## src/sv/wmed_pkg.sv

```systemverilog
// Shared types and constants for the window median unit.
// No dependencies; every other file of the block imports this package.
package wmed_pkg;

   localparam int WINDOW_MAX  = 32;
   localparam int SAMPLE_BITS = 24;
   // Wide enough to hold the full window size itself.
   localparam int COUNT_W     = $clog2(WINDOW_MAX + 1);

   typedef logic signed [SAMPLE_BITS-1:0] sample_type;
   typedef logic [COUNT_W-1:0]            count_type;

   typedef struct packed {
      sample_type sample_value;
      logic       last_sample;
   } req_type;

   typedef struct packed {
      sample_type median_value;
      count_type  window_count;
      logic       overflow_flag;
   } rsp_type;

   // One queued request, tagged by the front end with whether it fits.
   typedef struct packed {
      req_type req;
      logic    keep;
   } q_item_type;

   // Queue head as seen by the back end.
   typedef struct packed {
      logic       valid;
      q_item_type item;
   } q_head_type;

endpackage

```

## src/sv/wmed_front.sv

```systemverilog
// Front end of the window median unit: accepts requests, marks each one as
// stored or dropped, and holds them in a two-entry queue. Uses wmed_pkg.
module wmed_front (
   input  logic             clock,
   input  logic             reset,
   input  logic             req_valid,
   output logic             req_ready,
   input  wmed_pkg::req_type req_data,
   output wmed_pkg::q_head_type q_head,
   input  logic             q_pop
);
   import wmed_pkg::*;

   q_item_type q_mem_ff [2];
   logic       wr_ptr_ff, wr_ptr_in;
   logic       rd_ptr_ff, rd_ptr_in;
   logic [1:0] q_cnt_ff, q_cnt_in;
   count_type  win_cnt_ff, win_cnt_in;
   logic       accept;
   logic       pop;
   logic       keep;

   assign req_ready = (q_cnt_ff != 2'd2);
   assign accept    = req_valid && req_ready;
   assign pop       = q_pop && (q_cnt_ff != 2'd0);
   assign keep      = (win_cnt_ff < COUNT_W'(WINDOW_MAX));

   assign q_head.valid = (q_cnt_ff != 2'd0);
   assign q_head.item  = q_mem_ff[rd_ptr_ff];

   always_comb begin
      wr_ptr_in  = accept ? ~wr_ptr_ff : wr_ptr_ff;
      rd_ptr_in  = pop ? ~rd_ptr_ff : rd_ptr_ff;
      q_cnt_in   = q_cnt_ff + {1'b0, accept} - {1'b0, pop};
      win_cnt_in = win_cnt_ff;
      if (accept) begin
         if (req_data.last_sample) begin
            win_cnt_in = '0;
         end else if (keep) begin
            win_cnt_in = win_cnt_ff + 1'b1;
         end
      end
   end

   always_ff @(posedge clock) begin
      if (reset) begin
         wr_ptr_ff  <= 1'b0;
         rd_ptr_ff  <= 1'b0;
         q_cnt_ff   <= '0;
         win_cnt_ff <= '0;
      end else begin
         wr_ptr_ff  <= wr_ptr_in;
         rd_ptr_ff  <= rd_ptr_in;
         q_cnt_ff   <= q_cnt_in;
         win_cnt_ff <= win_cnt_in;
      end
      if (accept) begin
         q_mem_ff[wr_ptr_ff] <= '{req: req_data, keep: keep};
      end
   end

endmodule

```

## src/sv/wmed_sort_core.sv

```systemverilog
// Back end of the window median unit: insertion-sorting cell chain, drain
// sequencer that picks the middle pair, and the response register. Uses wmed_pkg.
module wmed_sort_core (
   input  logic                 clock,
   input  logic                 reset,
   input  wmed_pkg::q_head_type q_head,
   output logic                 q_pop,
   output logic                 rsp_valid,
   input  logic                 rsp_ready,
   output wmed_pkg::rsp_type    rsp_data
);
   import wmed_pkg::*;

   typedef enum logic {
      ST_LOAD,
      ST_DRAIN
   } state_type;

   state_type  state_ff;
   sample_type cell_ff [WINDOW_MAX];
   sample_type cell_in [WINDOW_MAX];
   logic [WINDOW_MAX-1:0] gt;
   count_type  fill_ff;
   logic       drop_ff;
   count_type  step_ff;
   sample_type lo_ff;
   logic       rsp_valid_ff;
   logic       rsp_valid_in;
   rsp_type    rsp_data_ff;

   count_type  mid;
   logic       out_free;
   logic signed [SAMPLE_BITS:0] pair_sum;
   sample_type median;
   sample_type v;

   assign v         = q_head.item.req.sample_value;
   assign q_pop     = (state_ff == ST_LOAD);
   assign rsp_valid = rsp_valid_ff;
   assign rsp_data  = rsp_data_ff;
   assign out_free  = !rsp_valid_ff || rsp_ready;
   assign mid       = fill_ff >> 1;

   // A new response is loaded in the last drain cycle; otherwise a pending one
   // stays until it is taken.
   assign rsp_valid_in = ((state_ff == ST_DRAIN) && (step_ff == mid) && out_free) ||
                         (rsp_valid_ff && !rsp_ready);

   // Each occupied cell holding a larger value moves up one place; the new
   // sample lands in the lowest cell that moved, or at the end of the row.
   always_comb begin
      for (int i = 0; i < WINDOW_MAX; i++) begin
         gt[i] = (COUNT_W'(i) < fill_ff) && (cell_ff[i] > v);
      end
      for (int i = 0; i < WINDOW_MAX; i++) begin
         if (i > 0 && gt[(i > 0) ? i - 1 : 0]) begin
            cell_in[i] = cell_ff[(i > 0) ? i - 1 : 0];
         end else if (gt[i] || COUNT_W'(i) == fill_ff) begin
            cell_in[i] = v;
         end else begin
            cell_in[i] = cell_ff[i];
         end
      end
   end

   // Cell 0 holds the element of rank step_ff while draining.
   always_comb begin
      pair_sum = {lo_ff[SAMPLE_BITS-1], lo_ff} + {cell_ff[0][SAMPLE_BITS-1], cell_ff[0]};
      median   = fill_ff[0] ? cell_ff[0] : pair_sum[SAMPLE_BITS:1];
   end

   always_ff @(posedge clock) begin
      if (reset) begin
         state_ff     <= ST_LOAD;
         fill_ff      <= '0;
         drop_ff      <= 1'b0;
         step_ff      <= '0;
         rsp_valid_ff <= 1'b0;
      end else begin
         rsp_valid_ff <= rsp_valid_in;
         unique case (state_ff)
            ST_LOAD: begin
               if (q_head.valid) begin
                  if (q_head.item.keep) begin
                     cell_ff <= cell_in;
                     fill_ff <= fill_ff + 1'b1;
                  end else begin
                     drop_ff <= 1'b1;
                  end
                  if (q_head.item.req.last_sample) begin
                     step_ff  <= '0;
                     state_ff <= ST_DRAIN;
                  end
               end
            end
            ST_DRAIN: begin
               if (step_ff != mid) begin
                  if (step_ff == mid - 1'b1) begin
                     lo_ff <= cell_ff[0];
                  end
                  for (int i = 0; i < WINDOW_MAX - 1; i++) begin
                     cell_ff[i] <= cell_ff[i+1];
                  end
                  step_ff <= step_ff + 1'b1;
               end else if (out_free) begin
                  rsp_data_ff.median_value  <= median;
                  rsp_data_ff.window_count  <= fill_ff;
                  rsp_data_ff.overflow_flag <= drop_ff;
                  fill_ff                   <= '0;
                  drop_ff                   <= 1'b0;
                  state_ff                  <= ST_LOAD;
               end
            end
            default: begin
               state_ff <= ST_LOAD;
            end
         endcase
      end
   end

endmodule

```

## src/sv/window_median_unit.sv

```systemverilog
// Top level of the window median unit: front end queue plus sorting back end.
// Depends on wmed_pkg, wmed_front and wmed_sort_core.
//
//   channel  direction  handshake              payload
//   req      in         req_valid / req_ready  req_data  (req_type)
//   rsp      out        rsp_valid / rsp_ready  rsp_data  (rsp_type)
//
// Accepted samples are written to the request queue and move from it into the insertion
// cell chain, one per cycle while the back end is loading. After a marked sample, the
// chain shifts down to reach the middle pair and then loads the response register;
// meanwhile the two-entry request queue takes up to two more requests, then holds req_ready low.
// Reset is synchronous and active high; it empties the queue and the window.
// A stalled response holds the back end in its last drain cycle; requests enter
// the queue until it is full.
module window_median_unit (
   input  logic              clock,
   input  logic              reset,
   input  logic              req_valid,
   output logic              req_ready,
   input  wmed_pkg::req_type req_data,
   output logic              rsp_valid,
   input  logic              rsp_ready,
   output wmed_pkg::rsp_type rsp_data
);
   import wmed_pkg::*;

   q_head_type q_head;
   logic       q_pop;

   wmed_front u_front (
      .clock     (clock),
      .reset     (reset),
      .req_valid (req_valid),
      .req_ready (req_ready),
      .req_data  (req_data),
      .q_head    (q_head),
      .q_pop     (q_pop)
   );

   wmed_sort_core u_core (
      .clock     (clock),
      .reset     (reset),
      .q_head    (q_head),
      .q_pop     (q_pop),
      .rsp_valid (rsp_valid),
      .rsp_ready (rsp_ready),
      .rsp_data  (rsp_data)
   );

endmodule

```

## config.mk

```make
export PLATFORM = sky130hd
export DESIGN_NAME = window_median_unit
export DESIGN_NICKNAME = d
export VERILOG_FILES = /design/src/sv/wmed_pkg.sv /design/src/sv/wmed_front.sv /design/src/sv/wmed_sort_core.sv /design/src/sv/window_median_unit.sv
export SDC_FILE = /design/constraint.sdc
export NUM_CORES = 2
export LEC_CHECK = 0
export BUFFER_PORTS_ARGS = -buffer_cell sky130_fd_sc_hd__buf_2
export CORE_MARGIN = 2
export CORE_UTILIZATION = 65
export DETAILED_ROUTE_END_ITERATION = 10
export PLACE_DENSITY = 0.94
export SLEW_MARGIN = 15
export SYNTH_ARGS = -nofsm -noshare
export SYNTH_HDL_FRONTEND = slang
export SYNTH_SLANG_ARGS = --single-unit
```

## constraint.sdc

```tcl
create_clock -name clock -period 7.1 [get_ports clock]
set_clock_uncertainty 0.2 [all_clocks]
set_input_delay 0.71 -clock clock [delete_from_list [all_inputs] [get_ports clock]]
set_output_delay 0.71 -clock clock [all_outputs]
set_load 0.005 [all_outputs]
```

# Word level (Yosys, flattened, before mapping)
# Memory sizes are Yosys's and may differ from the RTL's. A register that Yosys moved wholly into a read port is not among the register bits.
# Cells that the tools add are included.
[word_totals] latch_bits=0 mem_bits_ro=0 n_memories=1 ram_bits=52 in_bits=29 out_inout_bits=33 wordCells=404 register_bits=848
[memory_table] memory="u_front.q_mem_ff" depth=2 width=26 rd=1 rd_ports_with_merged_regs=1 wr=1 line="wmed_front.sv:14" rtl="q_item_type q_mem_ff [2];"
[op_classes] n_mul=0 shift=0 n_reduce_logical=115 eq_ne=73 n_mux=93 add_sub_neg=7 div_mod_pow=0 magnitude_cmp=65 bitwise=5
[op_table] op="two-way mux 24 bit" n=64
[op_table] op="two-way mux 768 bit" n=2
[op_table] op="case mux 744 bit (2 select lines)" n=1
[op_table] op="> comparator 24 bit" n=32
[op_table] op="two-way mux 744 bit" n=1
[op_table] op="AND reduction 5 bit" n=32
[op_table] op="equality test 5 x 6 -> 1 bit (first input constant)" n=16
[op_table] op="less-than comparator 5 x 6 -> 1 bit (first input constant)" n=16
[op_table] op="inequality test 3 x 1 -> 1 bit (second input constant)" n=30
[op_table] op="two-way mux 6 bit" n=9
[op_table] op="equality test 4 x 6 -> 1 bit (first input constant)" n=8
[op_table] op="less-than comparator 4 x 6 -> 1 bit (first input constant)" n=8
[op_table] op="logical AND 1 bit" n=37
[op_table] op="logical OR 1 bit" n=34
[op_table] op="adder 24 x 24 -> 25 bit" n=1
[op_table] op="equality test 3 x 6 -> 1 bit (first input constant)" n=4
[op_table] op="less-than comparator 3 x 6 -> 1 bit (first input constant)" n=4
[op_table] op="case mux 6 bit (2 select lines)" n=2
[op_table] op="adder 6 x 1 -> 6 bit (second input constant)" n=3
[op_table] op="inequality test 2 bit (second input constant)" n=8
[op_table] op="AND reduction 4 bit" n=4
[op_table] op="equality test 2 x 6 -> 1 bit (first input constant)" n=2
[op_table] op="less-than comparator 1 x 6 -> 1 bit (first input constant)" n=2
[op_table] op="less-than comparator 2 x 6 -> 1 bit (first input constant)" n=2
[op_table] op="other kinds (17)" n=36

# Longest topological paths before layout
[logic_depth] ltp_word=8 ltp_mapped=15

# By module
# Synthesis repeated with hierarchy kept, for this count alone.
[unflattened] hier_cells=6416 area_unflattened_um2=63975.1
[modules_own_cells] mod="wmed_sort_core" cells_each=6270 n_inst=1 area_per_inst_um2=61521.5
[modules_own_cells] mod="wmed_front" cells_each=146 n_inst=1 area_per_inst_um2=2453.6

# Worst setup path after synthesis
# No wires, ideal clock.
[synth_path] kind="register to register" start="register (tool-made name)" end="register u_core.cell_ff[0] in the netlist's numbering, enable pin" n_path_buf=4 arrival_ns=5.558 period_less_slack_ns=6.208 setup_ns=0.450 setup_slack_ns=0.892 required_time_ns=6.450 path_stages_with_launch=16 cell_sequence="dfxtp_1 > buf_2 > buf_1 > mux2_2 > clkinv_1 > ha_1 > nor2b_1 > o21a_1 > o21ai_0 > a21oi_1 > nor3_1 > nor2_1 > a211o_1 > buf_2 > buf_2 > a311oi_1"
[synth_lines] element="to (signal assigned)" line="wmed_sort_core.sv:85" rtl="cell_ff <= cell_in;"
[synth_lines] element="to (signal, indexed assignment)" line="wmed_sort_core.sv:102" rtl="cell_ff[i] <= cell_ff[i+1];"
[synth_lines] element="to (decl)" line="wmed_sort_core.sv:20" rtl="sample_type cell_ff [WINDOW_MAX];"

==> summary.md <==
| Metric | Value |
|---|---|
| Die W | `314 microns` |
| Hold Path Class | `in -> reg` |
| Post-Syn Area per Cell | `10.4 sq um` |
| Core region area | `95000 sq um` |
| Post-Synthesis Cells | `6012` |
| Critical setup path kind | `reg -> reg` |
| CTS tree | `done` |
| Met3 WL | `32300 microns` |
| Wire length per cell | `28.5 microns` |
| Post-synth EDFFs | `875` |
| CP top delay family | `compound AO/OA/AOI/OAI gates` |
| CTS Root Cell | `clkbuf_16` |
| Post-synthesis mux area share | `9.71%` |
| Via density | `7.48` |
| Final hold viol count | `0` |
| VDD IR max | `0.447 mV` |
| Sequential area share after synthesis | `43.0%` |
| Finish-stage setup viols | `0` |
| Post-synthesis instance area | `62300 sq um` |
| Mapped Nets | `6844` |
| Remaining DRCs | `0` |
| TritonCTS Buffers | `100` |
| Distinct cells, synth | `83` |
| CTS resizes | `0` |
| Std-Cell Rows | `113` |
| CTS Sinks | `901` |
| Simple-gate share of the synthesized area | `11.7%` |
| Top FF cell, synth | `edfxtp_1` |
| Least-Margin Pin Slew | `1.23 ns` |
| XOR/XNOR Fraction of Synth Area | `0.506%` |
| Final Power | `24.3 mW` |
| # IOs | `62` |
| Area Growth Syn to Fin | `8.71%` |
| Initial DRC count | `9175` |
| Htree depth | `3` |
| Met2 wire length | `88100 microns` |
| DP HPWL | `139000 microns` |
| Max Fclk | `165 MHz` |
| Period utilization | `85.3%` |
| Post-route ant nets | `0` |
| Crit-path cells | `mux2_1 > buf_4 > inv_2 > ha_1 > a21o_1 > a21o_1 > a21o_1 > a211oi_1 > o211ai_1 > o21ai_4 > a31oi_2 > buf_4` |
| Metal-1 WL | `71400 microns` |
| Post-synthesis compound-gate area fraction | `15.8%` |
| DRT Pass-1 Iters | `7` |
| Slew headroom | `17.3%` |
| GPL Wtd Cong | `0.988` |
| Status | `completed` |
| First-pass GRT wire length | `315000 microns` |
| Minimum clock period | `6.06 ns` |
| Pleak | `27.0 nW` |
| Top Metal Used | `met4` |
| Crit. End Element | `flop` |
| Worst path bufs/invs | `3` |
| Routed Wire Length | `209000 microns` |
| Die Ht | `314 microns` |
| Setup TNS | `0 ns` |
| CTS clk-pin slew, worst paths | `0.06 ns` |
| Synth Area in Adders | `16.1%` |
| Synth Warn # | `0` |
| RSZ-0062 raised after global routing | `no` |
| Largest net degree at the start of global routing | `273` |
| PortBufs | `61` |
| Initial core utilization | `65.6%` |
| Layout cells sized above 1 | `8.55%` |
| Max_cap viols | `0` |
| Layout net count | `6824` |
| GRT Total Usage | `41.4%` |
| Via count | `55000` |
| Worst Setup Start Kind | `flop` |
| Die footprint | `98300 sq um` |
| Worst Path Max Fanout | `27` |
| GRT overflow | `0` |
| Largest family of logic cells by synthesized area | `adder cells` |
| Fillers | `6211` |
| Cell area after layout | `67700 sq um` |
| Power density over cell area | `359 nW/um^2` |
| CP max-delay cell | `dfxtp_1` |
| Asr flop ratio synth | `0%` |
| Yosys reg bits | `901` |
| Initial antenna violation count | `1` |
| Worst-Skew Late Latency | `0.72 ns` |
| Most used cell, CP | `a21o_1` |
| Area after DPL | `64400 sq um` |
| Fin. max-slew vios | `0` |
| Arrival @ worst endpoint | `6.29 ns` |
| CTS max path bufs | `3` |
| Vias in the first global route | `53700` |
| Req. time, crit path | `7.33 ns` |
| Worst path max stage delay | `0.91 ns` |
[path summary, 6_finish.rpt]
kind	depth (start not counted)	startpoint	slack [ns]	end
setup / recovery	12	flop	1.04	u_core.cell_ff[521]$_DFFE_PP_
hold / removal	1	req_data[20]	0.01	u_front.q_mem_ff[0][21]$_DFFE_PP_
setup reg to reg	12	flop	1.04	u_core.cell_ff[521]$_DFFE_PP_
hold reg to reg	0	u_core.fill_ff[3]$_SDFFE_PP0P_	0.26	u_core.rsp_data[4]$_DFFE_PP_
[synthesized netlist by cell type (129+ instances only)]
| master | count | area share, % |
|---|---|---|
| nand2_1 | 848 | 5.1 |
| a21o_1 | 175 | 2.1 |
| mux2i_1 | 548 | 8.8 |
| clkbuf_1 | 259 | 1.6 |
| nand4_1 | 129 | 1.3 |
| o21ai_0 | 678 | 5.4 |
| ha_1 | 802 | 16 |
| nor2_1 | 153 | 0.92 |
| edfxtp_1 | 875 | 42 |
| o311ai_0 | 163 | 2.3 |
| nand3_1 | 257 | 2.1 |
| a21oi_1 | 252 | 2.0 |
[cells by family after synthesis]
| kind of cell | count (synthesis) |
|---|---|
| fa+ha+maj | 803 |
| flops | 901 |
| xor+xnor | 36 |
| compound gates | 1585 |
| simple gates | 1612 |
| buf+inv | 478 |
| mux | 597 |
[flip-flops by register name (all words and copies together), names as in the netlist, named ones only]
register,cells
u_front.win_cnt_ff,6
u_front.wr_ptr_ff,1
u_core.cell_ff,768
u_core.step_ff,6
u_front.q_mem_ff,52
u_front.rd_ptr_ff,1
u_core.state_ff,1
u_core.rsp_data,31
u_core.rsp_valid,1
u_front.q_cnt_ff,2
u_core.drop_ff,1
u_core.lo_ff,24
u_core.fill_ff,6
[report_power, final]
part	switching, mW	total (mW)	internal (mW)	leakage [nW]
sequential	0.457	7.51	7.05	8.24
clock	2.29	5.30	3.01	1.60
combinational	7.74	11.5	3.75	17.1
[worst reg2reg max path, stage by stage (launching register included)]
cell	delay [ns]
dfxtp_1	0.91
mux2_1	0.41
buf_4	0.31
inv_2	0.83
ha_1	0.41
a21o_1	0.16
a21o_1	0.19
a21o_1	0.18
a211oi_1	0.24
o211ai_1	0.17
o21ai_4	0.91
a31oi_2	0.49
buf_4	0.37
[metrics by stage]
step	setup WS, ns	std cells	hold WS, ns	utilization [%]
2_1_floorplan	0.892	6012	0.203	-
4_1_cts	1.25	7338	0.00118	71.3
3_5_place_dp	1.30	7140	0.254	67.7
5_1_grt	0.930	7338	0.0121	71.3
3_3_place_gp	1.36	7140	0.266	67.7
6_report	1.04	7343	0.0123	71.3
[layout make-up]
cell class | count | area [sq um] | share of cell area, %
Multi-Input combinational cell | 4633 | 33900 | 50.0
Sequential cell | 901 | 26800 | 39.6
Clock buffer | 129 | 2700 | 3.99
Timing Repair Buffer | 241 | 1810 | 2.67
Tap cell | 1265 | 1580 | 2.34
Clock inverter | 54 | 515 | 0.761
Inverter | 115 | 432 | 0.637
Antenna cell | 5 | 12.5 | 0.0185
[repair_timing]
action	CTS	global route
hold endpoints to repair	29	0
hold buffers	15	0
setup buffers	0	0
endpoints found under the setup margin	0	0
[cell usage in the layout (no fill, tap or decap), types with 15 or more instances in the layout]
cell and n:
dfxtp_1 25, xnor2_1 17, a21o_1 174, nor2_1 149, o21a_1 26, nand2_1 848, o221ai_1 23, edfxtp_1 875
and3_1 30, nand4_1 129, buf_4 156, mux2i_1 548, inv_1 90, o21ai_1 15, a21oi_1 235, o22ai_1 20
o31ai_1 15, nor2b_1 63, nor3_1 49, xor2_1 19, o21ai_0 676, a31oi_2 18, mux2_2 44, ha_1 802
a31oi_1 35, inv_2 24, dlygate4sd3_1 15, a211oi_1 34, nor4_1 22, nand3_1 257, clkbuf_1 21, clkinv_2 26
o211ai_1 27, o21bai_1 16, o311ai_0 163, buf_2 61, clkbuf_16 101
[metal layers]
metal / track usage (%) / up-vias
li1: - / 23000
met1: 52.2 / 25600
met5: 0 / -
met4: 29.4 / 0
met3: 12.5 / 1242
met2: 60.7 / 5083
Note: power is estimated with default switching activity, not from simulation.
